### config.mk
export PLATFORM = sky130hd
export DESIGN_NAME = pat_cell
export DESIGN_NICKNAME = d
export VERILOG_FILES = /design/src/hw/rtl/pat_pkg.sv /design/src/hw/rtl/pat_cell.sv
export SDC_FILE = /design/constraint.sdc
export NUM_CORES = 1
export LEC_CHECK = 0
export BUFFER_PORTS_ARGS = -buffer_cell sky130_fd_sc_hd__buf_4
export CAP_MARGIN = 40
export CORE_AREA = 2 2 88 90
export CTS_BUF_LIST = sky130_fd_sc_hd__clkbuf_8
export CTS_CLUSTER_DIAMETER = 60
export CTS_CLUSTER_SIZE = 16
export DETAILED_ROUTE_END_ITERATION = 8
export DIE_AREA = 0 0 90 92
export GPL_TIMING_DRIVEN = 0
export PLACE_DENSITY = 0.79
export SYNTH_ARGS = -nofsm -noshare
export SYNTH_HDL_FRONTEND = slang
export SYNTH_SLANG_ARGS = --single-unit
### constraint.sdc
create_clock -name clk -period 4.3 [get_ports clk]
set_input_delay 0.215 -clock clk [delete_from_list [all_inputs] [get_ports clk]]
set_output_delay 0.215 -clock clk [all_outputs]
set_load 0.02 [all_outputs]
### src/hw/rtl/pat_pkg.sv
// pat_pkg: shared constants, codes and cell control types for the positional array table
// no dependencies; imported by the interfaces, the cell, the top level and the checker
package pat_pkg;

  localparam int DEPTH = 64;
  localparam int IDX_W = $clog2(DEPTH);
  localparam int CNT_W = $clog2(DEPTH + 1);
  localparam int KEY_W = 32;
  localparam int KIND_W = 3;
  localparam int POS_W = 6;
  localparam int ST_W = 2;

  localparam logic [KIND_W-1:0] KIND_APPEND = 3'd0;
  localparam logic [KIND_W-1:0] KIND_INSERT = 3'd1;
  localparam logic [KIND_W-1:0] KIND_SET    = 3'd2;
  localparam logic [KIND_W-1:0] KIND_DELETE = 3'd3;
  localparam logic [KIND_W-1:0] KIND_GET    = 3'd4;
  localparam logic [KIND_W-1:0] KIND_FIND   = 3'd5;

  localparam logic [ST_W-1:0] ST_OK    = 2'd0;
  localparam logic [ST_W-1:0] ST_RANGE = 2'd1;
  localparam logic [ST_W-1:0] ST_FULL  = 2'd2;
  localparam logic [ST_W-1:0] ST_MISS  = 2'd3;

  // what every cell does with its slot on one edge
  typedef enum logic [2:0] {
    CO_HOLD,
    CO_WRITE,
    CO_INSERT,
    CO_PAD,
    CO_DELETE
  } cell_op_t;

  typedef struct packed {
    cell_op_t           op;
    logic [IDX_W-1:0]   pos;
    logic [CNT_W-1:0]   cnt;
    logic [KEY_W-1:0]   key;
  } cell_cmd_t;

  // read and search request, broadcast along the row
  typedef struct packed {
    logic [IDX_W-1:0]   pos;
    logic [CNT_W-1:0]   cnt;
    logic [KEY_W-1:0]   key;
  } cell_rd_t;

endpackage

### src/hw/rtl/pat_cell.sv
// pat_cell: one slot of the table, shifts with its neighbours and answers reads and searches
// depends on pat_pkg
module pat_cell import pat_pkg::*; (
  input  logic             clk,
  input  logic [IDX_W-1:0] idx,
  input  cell_cmd_t        cmd,
  input  cell_rd_t         rd,
  input  logic [KEY_W-1:0] left_entry,
  input  logic [KEY_W-1:0] right_entry,
  output logic [KEY_W-1:0] entry,
  output logic [KEY_W-1:0] rd_data,
  output logic             hit
);

  logic [KEY_W-1:0] entry_r;
  logic [KEY_W-1:0] entry_nxt;
  logic [CNT_W-1:0] idx_c;

  assign idx_c = CNT_W'(idx);

  always_comb begin
    entry_nxt = entry_r;
    case (cmd.op)
      CO_WRITE: begin
        if (idx == cmd.pos) entry_nxt = cmd.key;
      end
      CO_INSERT: begin
        if (idx == cmd.pos) entry_nxt = cmd.key;
        else if (idx > cmd.pos) entry_nxt = left_entry;
      end
      CO_PAD: begin
        // gap between the old end and the new key fills with zeros
        if (idx == cmd.pos) entry_nxt = cmd.key;
        else if (idx_c >= cmd.cnt && idx < cmd.pos) entry_nxt = '0;
      end
      CO_DELETE: begin
        if (idx >= cmd.pos) entry_nxt = right_entry;
      end
      default: entry_nxt = entry_r;
    endcase
  end

  always_ff @(posedge clk) begin
    entry_r <= entry_nxt;
  end

  assign entry   = entry_r;
  assign rd_data = (idx == rd.pos) ? entry_r : '0;
  assign hit     = (idx_c < rd.cnt) && (entry_r == rd.key);

endmodule

==> flow_summary.html, run 1 <==
<table>
<tr><th>Metric</th><th>Value</th></tr>
<tr><th colspan="2">Status</th></tr>
<tr><td>Status</td><td>complete, no violations</td></tr>
<tr><th colspan="2">Placement</th></tr>
<tr><td>Port Buffers</td><td>228</td></tr>
<tr><td>Routability Congestion</td><td>0.869</td></tr>
<tr><td>Half-perimeter wire length of the detailed placement result</td><td>8.75 mm</td></tr>
<tr><td>Placed Instance Area</td><td>4620 um2</td></tr>
<tr><th colspan="2">STA</th></tr>
<tr><td>Post-Route Setup TNS</td><td>0 ps</td></tr>
<tr><td>Maximum operating frequency</td><td>0.437 GHz</td></tr>
<tr><td>Total setup violations reported at the end of the flow</td><td>0</td></tr>
<tr><td>Max-Slew Margin vs Limit</td><td>51.4%</td></tr>
<tr><td>Max-slew violations</td><td>0</td></tr>
<tr><td>Transition time at the pin with the least slew margin</td><td>729 ps</td></tr>
<tr><td>Min cycle time layout</td><td>2290 ps</td></tr>
<tr><td>Fraction of the cycle the final worst path needs</td><td>53.2%</td></tr>
<tr><td>Setup repair after global routing missed its margin</td><td>no</td></tr>
<tr><td>Final Hold Fails</td><td>0</td></tr>
<tr><th colspan="2">Floorplanning</th></tr>
<tr><td>Area of the placeable core</td><td>7450 um2</td></tr>
<tr><td>I/O pin count</td><td>229</td></tr>
<tr><td>Width of the die</td><td>90 um</td></tr>
<tr><td>Initial core utilization</td><td>37.0%</td></tr>
<tr><td>Full die area</td><td>8280 um2</td></tr>
<tr><td>Chip Height</td><td>92 um</td></tr>
<tr><td># rows</td><td>32</td></tr>
<tr><th colspan="2">Power and ir drop</th></tr>
<tr><td>Power density over the cells</td><td>229 nW/um2</td></tr>
<tr><td>Combinational Power Share</td><td>38.3%</td></tr>
<tr><td>Internal cell power</td><td>732 uW</td></tr>
<tr><td>Total net switching power</td><td>346 uW</td></tr>
<tr><td>Leakage power</td><td>2.44 nW</td></tr>
<tr><td>Share of total power in sequential cells</td><td>39.6%</td></tr>
<tr><td>Clock network power share</td><td>22.1%</td></tr>
<tr><td>Peak VDD IR</td><td>148 uV</td></tr>
<tr><td>Overall power after layout</td><td>1.08 mW</td></tr>
<tr><td>Switching part of the total</td><td>32.1%</td></tr>
<tr><th colspan="2">Yosys</th></tr>
<tr><td>Parity-gate share of the synthesized area counting xor and xnor cells</td><td>12.1%</td></tr>
<tr><td>Synth Warn #</td><td>0</td></tr>
<tr><td>Count of flip-flops with a built-in enable after synthesis</td><td>32</td></tr>
<tr><td>Largest family of logic cells by synthesized area</td><td>compound AO/OA/AOI/OAI gates</td></tr>
<tr><td>Compound-cell area share of the yosys netlist</td><td>22.2%</td></tr>
<tr><td>Adder and majority cell fraction of the synthesized area</td><td>7.73%</td></tr>
<tr><td>Sequential fraction of the synthesis area</td><td>34.9%</td></tr>
<tr><td>FFs w/ async S/R, synth</td><td>0%</td></tr>
<tr><td>Synthesized netlist net count</td><td>446</td></tr>
<tr><td>Flip-flop cell with the highest count after synthesis</td><td>edfxtp_1</td></tr>
<tr><td>Count of state elements after synthesis</td><td>32</td></tr>
<tr><td>Mean area per synthesized cell</td><td>10.4 um2</td></tr>
<tr><td>Netlist cell types</td><td>36</td></tr>
<tr><td>Mapped Cells</td><td>265</td></tr>
<tr><td>Post-Syn Area</td><td>2750 um2</td></tr>
<tr><td>Share of cell area taken by muxes after synthesis</td><td>0.364%</td></tr>
<tr><td>Simple-gate portion of the synthesized area</td><td>17.1%</td></tr>
<tr><th colspan="2">Worst hold path</th></tr>
<tr><td>Worst Hold Endpoint</td><td>entry[8]</td></tr>
<tr><td>Hold Startpoint</td><td>cmd[8]</td></tr>
<tr><td>Class of the tightest hold or removal check</td><td>in -&gt; reg</td></tr>
<tr><td>Min-Delay Path Depth</td><td>2</td></tr>
<tr><th colspan="2">Detailed routing</th></tr>
<tr><td>Via-per-instance ratio</td><td>4.94</td></tr>
<tr><td>Via count</td><td>2985</td></tr>
<tr><td>Final antenna-violating net count</td><td>0</td></tr>
<tr><td>Drt total wl</td><td>10.4 mm</td></tr>
<tr><td>DRC</td><td>0</td></tr>
<tr><td>Number of iterations in the first detailed-routing pass</td><td>4</td></tr>
<tr><td>Iter 0 DRT Violations</td><td>69</td></tr>
<tr><td>Routed length per instance</td><td>17.3 um</td></tr>
<tr><th colspan="2">Clocking</th></tr>
<tr><td>Clock H-tree levels</td><td>2</td></tr>
<tr><td>Cts bufs inserted</td><td>5</td></tr>
<tr><td>Sinks on the clock net</td><td>32</td></tr>
<tr><td>TritonCTS clock tree</td><td>yes</td></tr>
<tr><td>Root cell of the clock tree</td><td>clkbuf_8</td></tr>
<tr><td>Clock-pin slew of the registers on the worst-case setup and hold paths</td><td>80 ps</td></tr>
<tr><td>Hold-fix buffers at CTS</td><td>0</td></tr>
<tr><td>Count of cells resized by post-cts repair</td><td>0</td></tr>
<tr><td>Buffers inserted during post-CTS setup optimization</td><td>0</td></tr>
<tr><td>Clock buffer depth</td><td>2</td></tr>
<tr><th colspan="2">Final layout</th></tr>
<tr><td>Number of diodes</td><td>0</td></tr>
<tr><td>Final Cell Area</td><td>4710 um2</td></tr>
<tr><td>Growth of design area from synthesis to finish</td><td>71.2%</td></tr>
<tr><td>Fraction of layout instances using a drive strength above 1</td><td>51.0%</td></tr>
<tr><td>Fill cell count</td><td>682</td></tr>
<tr><td>Flip-flop count of the largest register after layout</td><td>32</td></tr>
<tr><td>Post-layout nets</td><td>682</td></tr>
<tr><th colspan="2">Worst setup path</th></tr>
<tr><td>Kind of start point of the critical path</td><td>flop</td></tr>
<tr><td>Data arrival time of the critical path</td><td>2070 ps</td></tr>
<tr><td>Worst Path Max Fanout</td><td>3</td></tr>
<tr><td>Critical Path RT</td><td>4090 ps</td></tr>
<tr><td>Critical path endpoint category</td><td>output port</td></tr>
<tr><td>Worst setup path class</td><td>reg -&gt; out</td></tr>
<tr><th colspan="2">GRT</th></tr>
<tr><td>Antenna violations before repair</td><td>0</td></tr>
<tr><td>Largest net degree at the start of global routing</td><td>20</td></tr>
<tr><td>Global-route total usage across every layer</td><td>24.6%</td></tr>
<tr><td>Vias in the first global route</td><td>3082</td></tr>
<tr><td>Global-route wire length before repair</td><td>15.9 mm</td></tr>
<tr><td>Total gr overflow</td><td>0</td></tr>
<tr><th colspan="2">Run</th></tr>
<tr><td>Number of maximum-capacitance violations</td><td>0</td></tr>
</table>
[kinds of logic after synthesis]
logic type                 after synthesis
AOI/OAI and AO/OA                       77
xor gates and xnor gates                38
adders and majority gates               17
buffers and inverters                   29
DFF                                     32
muxes                                    1
and+or+nand+nor                         71
[worst max-delay path by stage]
stage | cells after the start | end | slack, ps | startpoint
floorplan | 7 | entry[0] | 1870 | cmd[44]
global placement | 7 | entry[11] | 1340 | idx[4]
detailed placement | 8 | entry[12] | 1700 | idx[4]
CTS | 8 | entry[12] | 2000 | idx[5]
global route | 8 | entry[3] | 1860 | idx[4]
finish | 5 | hit | 2010 | entry[27]
[per-stage QoR]
step                utilization (%)  setup WS [ps]  hold WS [ps]  std cells
finish                         63.3           2010           196        604
global placement               61.7           1340           486        595
CTS                            63.3           2000           188        604
floorplan                         -           1870           400        265
global route                   63.3           1860           189        604
detailed placement             62.0           1700           487        596
[cell type report]
type | count | area [um2] | share of cell area, %
well taps | 102 | 128 | 2.71
clock buffers | 5 | 68.8 | 1.46
multi-input cells | 204 | 1640 | 34.8
flip-flops and latches | 32 | 961 | 20.4
plain buffers | 12 | 90.1 | 1.91
inverters | 17 | 63.8 | 1.35
clock inverters | 3 | 23.8 | 0.505
repair buffers | 229 | 1740 | 36.9
[power groups by stage]
stage               clock (mW)  sequential [mW]  combinational (mW)
floorplan                    0            0.467               0.145
CTS                      0.244            0.427               0.416
finish                   0.238            0.428               0.413
global route             0.255            0.432               0.445
global placement             0            0.433               0.400
detailed placement           0            0.434               0.414
[metal layers]
metal / vias to the layer above / track usage [%] / share of wire, %
met1: 1384 / 29.5 / 39
met5: - / 0 / 0
met2: 149 / 45.8 / 52
met4: 0 / 5.26 / 1.3
met3: 11 / 4.52 / 7.1
li1: 1441 / - / -
[cell usage in the layout (no fill, tap or decap), types with 5 or more instances in the layout]
| cell | n |
|---|---|
| a21oi_1 | 5 |
| a21o_1 | 34 |
| edfxtp_1 | 32 |
| a22o_1 | 30 |
| buf_4 | 234 |
| nor4_1 | 8 |
| inv_1 | 17 |
| clkbuf_8 | 5 |
| nor2_1 | 5 |
| xor2_1 | 34 |
| ha_1 | 17 |
| and2_1 | 32 |
[critical path: stages (launching register included)]
cell and delay (ps):
edfxtp_1 450, xor2_1 200, nor4_1 580, nand4_1 160
nor3_1 230, buf_4 180
[cells in the mapped netlist, types with 5 or more instances]
cell | number | share of area [%]
nor4_1 | 8 | 1.8
a21o_1 | 34 | 9.3
a21oi_1 | 5 | 0.91
ha_1 | 17 | 7.7
inv_1 | 17 | 2.3
nor2_1 | 5 | 0.68
xor2_1 | 34 | 11
and2_1 | 32 | 7.3
buf_4 | 6 | 1.6
a22o_1 | 30 | 9.5
edfxtp_1 | 32 | 35
Power figures use the tool's default switching activity.
==> run 2, diff against run 1 <==
--- a/config.mk
+++ b/config.mk
@@ -7,12 +7,12 @@
 export LEC_CHECK = 0
 export BUFFER_PORTS_ARGS = -buffer_cell sky130_fd_sc_hd__buf_4
 export CAP_MARGIN = 40
-export CORE_AREA = 2 2 88 90
+export CORE_MARGIN = 1
+export CORE_UTILIZATION = 36
 export CTS_BUF_LIST = sky130_fd_sc_hd__clkbuf_8
 export CTS_CLUSTER_DIAMETER = 60
 export CTS_CLUSTER_SIZE = 16
 export DETAILED_ROUTE_END_ITERATION = 8
-export DIE_AREA = 0 0 90 92
 export GPL_TIMING_DRIVEN = 0
 export PLACE_DENSITY = 0.79
 export SYNTH_ARGS = -nofsm -noshare
==> constraint.sdc (replaced) <==
create_clock -name clk -period 2 [get_ports clk]
set_input_delay 0.1 -clock clk [delete_from_list [all_inputs] [get_ports clk]]
set_output_delay 0.1 -clock clk [all_outputs]
set_load 0.02 [all_outputs]
==> flow_summary.html, run 2 (synthesized netlist as in run 1, its figures left out) <==
<table>
<tr><th>Metric</th><th>Value</th></tr>
<tr><th colspan="2">GRT</th></tr>
<tr><td>Vias in the first global route</td><td>2973 (-3.5%)</td></tr>
<tr><td>Largest net degree at the start of global routing</td><td>33 (+65%)</td></tr>
<tr><td>Antenna violations before repair</td><td>0 (unchanged)</td></tr>
<tr><td>Total gr overflow</td><td>0 (unchanged)</td></tr>
<tr><td>Global-route wire length before repair</td><td>14.4 mm (-9.7%)</td></tr>
<tr><td>Global-route total usage across every layer</td><td>24.6% (+0.033 points)</td></tr>
<tr><th colspan="2">Floorplanning</th></tr>
<tr><td>Chip Height</td><td>89.4 um (-2.8%)</td></tr>
<tr><td>Area of the placeable core</td><td>7330 um2 (-1.6%)</td></tr>
<tr><td>Full die area</td><td>8000 um2 (-3.4%)</td></tr>
<tr><td># rows</td><td>31 (-3.1%)</td></tr>
<tr><td>I/O pin count</td><td>229 (unchanged)</td></tr>
<tr><td>Width of the die</td><td>89.4 um (-0.62%)</td></tr>
<tr><td>Initial core utilization</td><td>37.5% (+0.59 points)</td></tr>
<tr><th colspan="2">STA</th></tr>
<tr><td>Fraction of the cycle the final worst path needs</td><td>98.0%</td></tr>
<tr><td>Maximum operating frequency</td><td>0.510 GHz</td></tr>
<tr><td>Min cycle time layout</td><td>1960 ps</td></tr>
<tr><td>Total setup violations reported at the end of the flow</td><td>0 (unchanged)</td></tr>
<tr><td>Setup repair after global routing missed its margin</td><td>no</td></tr>
<tr><td>Max-Slew Margin vs Limit</td><td>63.5% (+12 points)</td></tr>
<tr><td>Transition time at the pin with the least slew margin</td><td>547 ps (-181 ps)</td></tr>
<tr><td>Final Hold Fails</td><td>0 (unchanged)</td></tr>
<tr><td>Max-slew violations</td><td>0 (unchanged)</td></tr>
<tr><th colspan="2">Run</th></tr>
<tr><td>Number of maximum-capacitance violations</td><td>0 (unchanged)</td></tr>
<tr><th colspan="2">Worst hold path</th></tr>
<tr><td>Class of the tightest hold or removal check</td><td>in -&gt; reg</td></tr>
<tr><td>Min-Delay Path Depth</td><td>2 (unchanged)</td></tr>
<tr><th colspan="2">Detailed routing</th></tr>
<tr><td>Final antenna-violating net count</td><td>0 (unchanged)</td></tr>
<tr><td>Number of iterations in the first detailed-routing pass</td><td>4 (unchanged)</td></tr>
<tr><td>Drt total wl</td><td>10.1 mm (-3.2%)</td></tr>
<tr><td>Iter 0 DRT Violations</td><td>63 (-8.7%)</td></tr>
<tr><td>DRC</td><td>0 (unchanged)</td></tr>
<tr><td>Via-per-instance ratio</td><td>5.01 (+1.4%)</td></tr>
<tr><td>Via count</td><td>3018 (+1.1%)</td></tr>
<tr><td>Routed length per instance</td><td>16.8 um (-2.9%)</td></tr>
<tr><th colspan="2">Clocking</th></tr>
<tr><td>Clock-pin slew of the registers on the worst-case setup and hold paths</td><td>70 ps (about the same)</td></tr>
<tr><td>Root cell of the clock tree</td><td>clkbuf_8</td></tr>
<tr><td>Clock H-tree levels</td><td>2 (unchanged)</td></tr>
<tr><td>Sinks on the clock net</td><td>32 (unchanged)</td></tr>
<tr><td>TritonCTS clock tree</td><td>yes</td></tr>
<tr><td>Clock buffer depth</td><td>2 (unchanged)</td></tr>
<tr><td>Cts bufs inserted</td><td>5 (unchanged)</td></tr>
<tr><th colspan="2">Final layout</th></tr>
<tr><td>Growth of design area from synthesis to finish</td><td>71.9%</td></tr>
<tr><td>Most common cell after layout, fill and taps aside</td><td>buf_4</td></tr>
<tr><td>Fraction of layout instances using a drive strength above 1</td><td>52.3% (+1.3 points)</td></tr>
<tr><td>Commonest cells after routing, fill and taps aside</td><td>buf_4, a21o_1, xor2_1, and2_1, edfxtp_1</td></tr>
<tr><td>Post-layout nets</td><td>683 (+0.15%)</td></tr>
<tr><td>Flip-flop count of the largest register after layout</td><td>32 (unchanged)</td></tr>
<tr><td>Core Util, Final</td><td>64.5% (+1.3 points)</td></tr>
<tr><td>Number of diodes</td><td>0 (unchanged)</td></tr>
<tr><th colspan="2">Status</th></tr>
<tr><td>Status</td><td>complete, no violations</td></tr>
<tr><th colspan="2">Power and ir drop</th></tr>
<tr><td>Overall power after layout</td><td>2.32 mW (+120%)</td></tr>
<tr><td>Leakage power</td><td>2.44 nW (about the same)</td></tr>
<tr><td>Power density over the cells</td><td>490 nW/um2 (+110%)</td></tr>
<tr><td>Peak VDD IR</td><td>275 uV (+85%)</td></tr>
<tr><th colspan="2">Worst setup path</th></tr>
<tr><td>Worst path max stage delay</td><td>450 ps (-130 ps)</td></tr>
<tr><td>Worst setup path class</td><td>reg -&gt; out</td></tr>
<tr><td>Critical path endpoint category</td><td>output port</td></tr>
<tr><td>Data arrival time of the critical path</td><td>1860 ps (-210 ps)</td></tr>
<tr><td>Worst path cell trace</td><td>xor2_1, nor4_1, nand4_1, nor3_2, buf_4</td></tr>
<tr><td>Kind of start point of the critical path</td><td>flop</td></tr>
<tr><td>Worst Path Max Fanout</td><td>3 (unchanged)</td></tr>
<tr><td>Critical Path RT</td><td>1900 ps (-2190 ps)</td></tr>
<tr><td>Slowest-stage cell, CP</td><td>edfxtp_1</td></tr>
<tr><th colspan="2">Placement</th></tr>
<tr><td>Port Buffers</td><td>228 (unchanged)</td></tr>
<tr><td>Routability Congestion</td><td>0.826 (-4.9%)</td></tr>
<tr><td>Half-perimeter wire length of the detailed placement result</td><td>8.39 mm (-4.1%)</td></tr>
</table>
==> run 2: cell types whose count changed in the layout (fill, tap and decap cells not counted), sizes merged <==
| cell | before | now |
|---|---|---|
| buf | 238 | 239 |
==> run 2: layout make-up <==
type                            count  area [um2]
Sequential cell                    32         961
Clock buffer                        5        68.8
Multi-Input combinational cell    204        1670
Tap cell                           99         124
Buffer                             12        90.1
Inverter                           17        63.8
Timing Repair Buffer              230        1730
Fill cell                         607        2600
Clock inverter                      3        23.8
==> run 2: worst paths after layout <==
check       from        end  slack, ps
min      cmd[13]  entry[13]         80
max    entry[14]        hit         40
==> run 2: power breakdown <==
part | switching, mW | total [mW] | internal (mW)
Combinational | 0.409 | 0.896 | 0.487
Sequential | 0.0758 | 0.917 | 0.841
Clock | 0.261 | 0.507 | 0.246
Total | 0.746 | 2.32 | 1.57
==> run 2: per-stage QoR <==
| step | setup slack [ps] | setup TNS, ps | std cells | area [um2] | hold WS [ps] |
|---|---|---|---|---|---|
| finish | 39.4 | 0 | 602 | 4730 | 84.7 |
| global route | 4.11 | 0 | 602 | 4730 | 72.2 |
| CTS | 29.8 | 0 | 600 | 4700 | 75.2 |
| detailed placement | -422 | -13420 | 592 | 4590 | 373 |
| global placement | -359 | -11430 | 592 | 4590 | 373 |
| floorplan | 18.7 | 0 | 265 | 2750 | 285 |
==> run 2: layer usage <==
metal | vias up | wire [um] | track usage, %
met3 | 22 | 626 | 4.80
li1 | 1450 | - | -
met5 | - | 0 | 0
met2 | 136 | 5320 | 45.8
met1 | 1410 | 3880 | 27.2
met4 | 0 | 272 | 10.5
==> run 2: timing repair <==
| action | 4_1_cts | 5_1_grt |
|---|---|---|
| endpoints found under the setup margin | 33 | 1 |
| resized for setup | 3 | 3 |
| hold buffers | 0 | 0 |
| gates cloned | 0 | 0 |
| pin swaps | 0 | 6 |
| setup buffers | 0 | 2 |
==> run 2: worst max-delay path, delay by kind of cell (launching register included) <==
| family | cells | cell delay (ps) |
|---|---|---|
| simple gates | 3 | 760 |
| flops | 1 | 450 |
| xor+xnor | 1 | 200 |
| buf+inv | 1 | 170 |
==> run 3, diff against run 2 <==
--- a/config.mk
+++ b/config.mk
@@ -14,7 +14,7 @@
 export CTS_CLUSTER_SIZE = 16
 export DETAILED_ROUTE_END_ITERATION = 8
 export GPL_TIMING_DRIVEN = 0
-export PLACE_DENSITY = 0.79
+export PLACE_DENSITY = 0.82
 export SYNTH_ARGS = -nofsm -noshare
 export SYNTH_HDL_FRONTEND = slang
 export SYNTH_SLANG_ARGS = --single-unit
==> flow_summary.html, run 3 (synthesized netlist as in run 1, its figures left out) <==
<table>
<tr><th>Metric</th><th>Value</th></tr>
<tr><th colspan="2">Detailed routing</th></tr>
<tr><td>Via-per-instance ratio</td><td>5.00 (-0.33%)</td></tr>
<tr><td>Drt total wl</td><td>10.3 mm (+2.4%)</td></tr>
<tr><td>Number of iterations in the first detailed-routing pass</td><td>4 (unchanged)</td></tr>
<tr><td>Routed length per instance</td><td>17.2 um (+2.7%)</td></tr>
<tr><td>Iter 0 DRT Violations</td><td>73 (+16%)</td></tr>
<tr><td>Final antenna-violating net count</td><td>0 (unchanged)</td></tr>
<tr><td>Via count</td><td>2998 (-0.66%)</td></tr>
<tr><td>DRC</td><td>0 (unchanged)</td></tr>
<tr><th colspan="2">Final layout</th></tr>
<tr><td>Final std cells w/o fill</td><td>600 (-0.33%)</td></tr>
<tr><td>Growth of design area from synthesis to finish</td><td>71.0%</td></tr>
<tr><td>Post-layout nets</td><td>682 (-0.15%)</td></tr>
<tr><td>Core Util, Final</td><td>64.2% (-0.32 points)</td></tr>
<tr><td>Fraction of layout instances using a drive strength above 1</td><td>51.7% (-0.59 points)</td></tr>
<tr><td>Commonest cells after routing, fill and taps aside</td><td>buf_4, a21o_1, xor2_1, and2_1, edfxtp_1</td></tr>
<tr><td>Flip-flop count of the largest register after layout</td><td>32 (unchanged)</td></tr>
<tr><td>Number of diodes</td><td>0 (unchanged)</td></tr>
<tr><td>Most common cell after layout, fill and taps aside</td><td>buf_4</td></tr>
<tr><th colspan="2">Floorplanning</th></tr>
<tr><td>Width of the die</td><td>89.4 um (unchanged)</td></tr>
<tr><td>Area of the placeable core</td><td>7330 um2 (unchanged)</td></tr>
<tr><td>I/O pin count</td><td>229 (unchanged)</td></tr>
<tr><td>Chip Height</td><td>89.4 um (unchanged)</td></tr>
<tr><td># rows</td><td>31 (unchanged)</td></tr>
<tr><td>Full die area</td><td>8000 um2 (unchanged)</td></tr>
<tr><td>Initial core utilization</td><td>37.5% (unchanged)</td></tr>
<tr><th colspan="2">Worst setup path</th></tr>
<tr><td>Worst setup path class</td><td>reg -&gt; out</td></tr>
<tr><td>Crit path launch</td><td>entry[17]</td></tr>
<tr><td>Worst Path Max Fanout</td><td>3 (unchanged)</td></tr>
<tr><td>Critical path endpoint category</td><td>output port</td></tr>
<tr><td>Kind of start point of the critical path</td><td>flop</td></tr>
<tr><td>Data arrival time of the critical path</td><td>1800 ps (-60 ps)</td></tr>
<tr><td>Critical Path RT</td><td>1900 ps (about the same)</td></tr>
<tr><th colspan="2">STA</th></tr>
<tr><td>Final Hold Fails</td><td>0 (unchanged)</td></tr>
<tr><td>Setup repair after global routing missed its margin</td><td>no</td></tr>
<tr><td>Fraction of the cycle the final worst path needs</td><td>95.2% (-2.9 points)</td></tr>
<tr><td>Max-slew violations</td><td>0 (unchanged)</td></tr>
<tr><td>Maximum operating frequency</td><td>0.525 GHz (+3.0%)</td></tr>
<tr><td>Min cycle time layout</td><td>1900 ps (-57.5 ps)</td></tr>
<tr><td>Transition time at the pin with the least slew margin</td><td>555 ps (+8.00 ps)</td></tr>
<tr><td>Final worst slack</td><td>97.0 ps (+57.5 ps)</td></tr>
<tr><td>Max-Slew Margin vs Limit</td><td>63.0% (-0.53 points)</td></tr>
<tr><td>Total setup violations reported at the end of the flow</td><td>0 (unchanged)</td></tr>
<tr><th colspan="2">GRT</th></tr>
<tr><td>Antenna violations before repair</td><td>0 (unchanged)</td></tr>
<tr><td>Global-route wire length before repair</td><td>14.1 mm (-1.7%)</td></tr>
<tr><td>Largest net degree at the start of global routing</td><td>33 (unchanged)</td></tr>
<tr><td>Global-route total usage across every layer</td><td>24.2% (-0.39 points)</td></tr>
<tr><td>Vias in the first global route</td><td>2879 (-3.2%)</td></tr>
<tr><td>Total gr overflow</td><td>0 (unchanged)</td></tr>
<tr><th colspan="2">Worst hold path</th></tr>
<tr><td>Class of the tightest hold or removal check</td><td>in -&gt; reg</td></tr>
<tr><td>Hold Startpoint</td><td>cmd[9]</td></tr>
<tr><th colspan="2">Clocking</th></tr>
<tr><td>Hold-fix buffers at CTS</td><td>0 (unchanged)</td></tr>
<tr><td>Clock H-tree levels</td><td>2 (unchanged)</td></tr>
<tr><td>Root cell of the clock tree</td><td>clkbuf_8</td></tr>
<tr><td>Clock buffer depth</td><td>2 (unchanged)</td></tr>
<tr><td>TritonCTS clock tree</td><td>yes</td></tr>
<tr><td>Cts bufs inserted</td><td>5 (unchanged)</td></tr>
<tr><td>Sinks on the clock net</td><td>32 (unchanged)</td></tr>
<tr><td>Clock-pin slew of the registers on the worst-case setup and hold paths</td><td>70 ps (about the same)</td></tr>
<tr><th colspan="2">Power and ir drop</th></tr>
<tr><td>Power density over the cells</td><td>483 nW/um2 (-1.5%)</td></tr>
<tr><td>Leakage power</td><td>2.43 nW (-0.25%)</td></tr>
<tr><td>Peak VDD IR</td><td>262 uV (-4.7%)</td></tr>
<tr><td>Overall power after layout</td><td>2.27 mW (-2.0%)</td></tr>
<tr><th colspan="2">Status</th></tr>
<tr><td>Status</td><td>complete, no violations</td></tr>
<tr><th colspan="2">Placement</th></tr>
<tr><td>Post-Place Worst Slack</td><td>-408 ps (+13.9 ps)</td></tr>
<tr><td>Half-perimeter wire length of the detailed placement result</td><td>8.59 mm (+2.3%)</td></tr>
<tr><td>DP Cell Count</td><td>592 (unchanged)</td></tr>
<tr><td>Routability Congestion</td><td>0.844 (+2.1%)</td></tr>
<tr><td>Port Buffers</td><td>228 (unchanged)</td></tr>
<tr><th colspan="2">Run</th></tr>
<tr><td>Number of maximum-capacitance violations</td><td>0 (unchanged)</td></tr>
</table>
[run 3: cell count changes in the layout (fill, tap and decap cells not counted)]
| cell | change |
|---|---|
| clkinv_1 | +2 |
| buf_4 | -1 |
| clkinvlp_4 | -2 |
| clkinv_4 | -1 |
[run 3: repair_timing]
action,in CTS,in global routing
buffers inserted,0,1
pin swaps,0,4
resized for setup,2,4
endpoints found under the setup margin,33,22
[run 3: layout make-up]
type	count	area, um2
Fill cell	628	2620
Tap cell	99	124
Clock inverter	2	7.51
Buffer	12	90.1
Inverter	17	63.8
Multi-Input combinational cell	204	1670
Timing Repair Buffer	229	1720
Clock buffer	5	68.8
Sequential cell	32	961
[run 3: where the power goes]
part,total [mW],switching (mW),internal (mW)
registers,0.918,0.0766,0.842
clock network,0.458,0.229,0.229
logic,0.898,0.413,0.485
total,2.27,0.719,1.56
[run 3: stage by stage]
step	setup TNS, ps	instance area [um2]	hold WS, ps
after global placement	-11110	4590	372
after CTS	0	4680	80.5
after detailed placement	-13010	4590	372
after floorplan	0	2750	285
final	0	4710	88.9
after global routing	0	4710	76.1
[run 3: path summary, 6_finish.rpt]
| path | endpoint | slack [ps] | depth (start not counted) |
|---|---|---|---|
| worst max-delay path | hit | 100 | 5 |
| worst min-delay path | entry[9] | 90 | 2 |
[run 3: per-layer routing]
| metal | GRT usage [%] | vias up | routed length (um) |
|---|---|---|---|
| met1 | 27.3 | 1408 | 3970 |
| met3 | 3.23 | 17 | 645 |
| met2 | 47.3 | 130 | 5540 |
| met5 | 0 | - | 0 |
| met4 | 6.64 | 0 | 189 |
| li1 | - | 1443 | - |
[run 3: worst max-delay path, cell delays in order, from the launching register on]
cell and delay [ps]:
edfxtp_1 480, xor2_1 210, nor4_2 310, nand4_1 180, nor3_2 180, buf_4 170
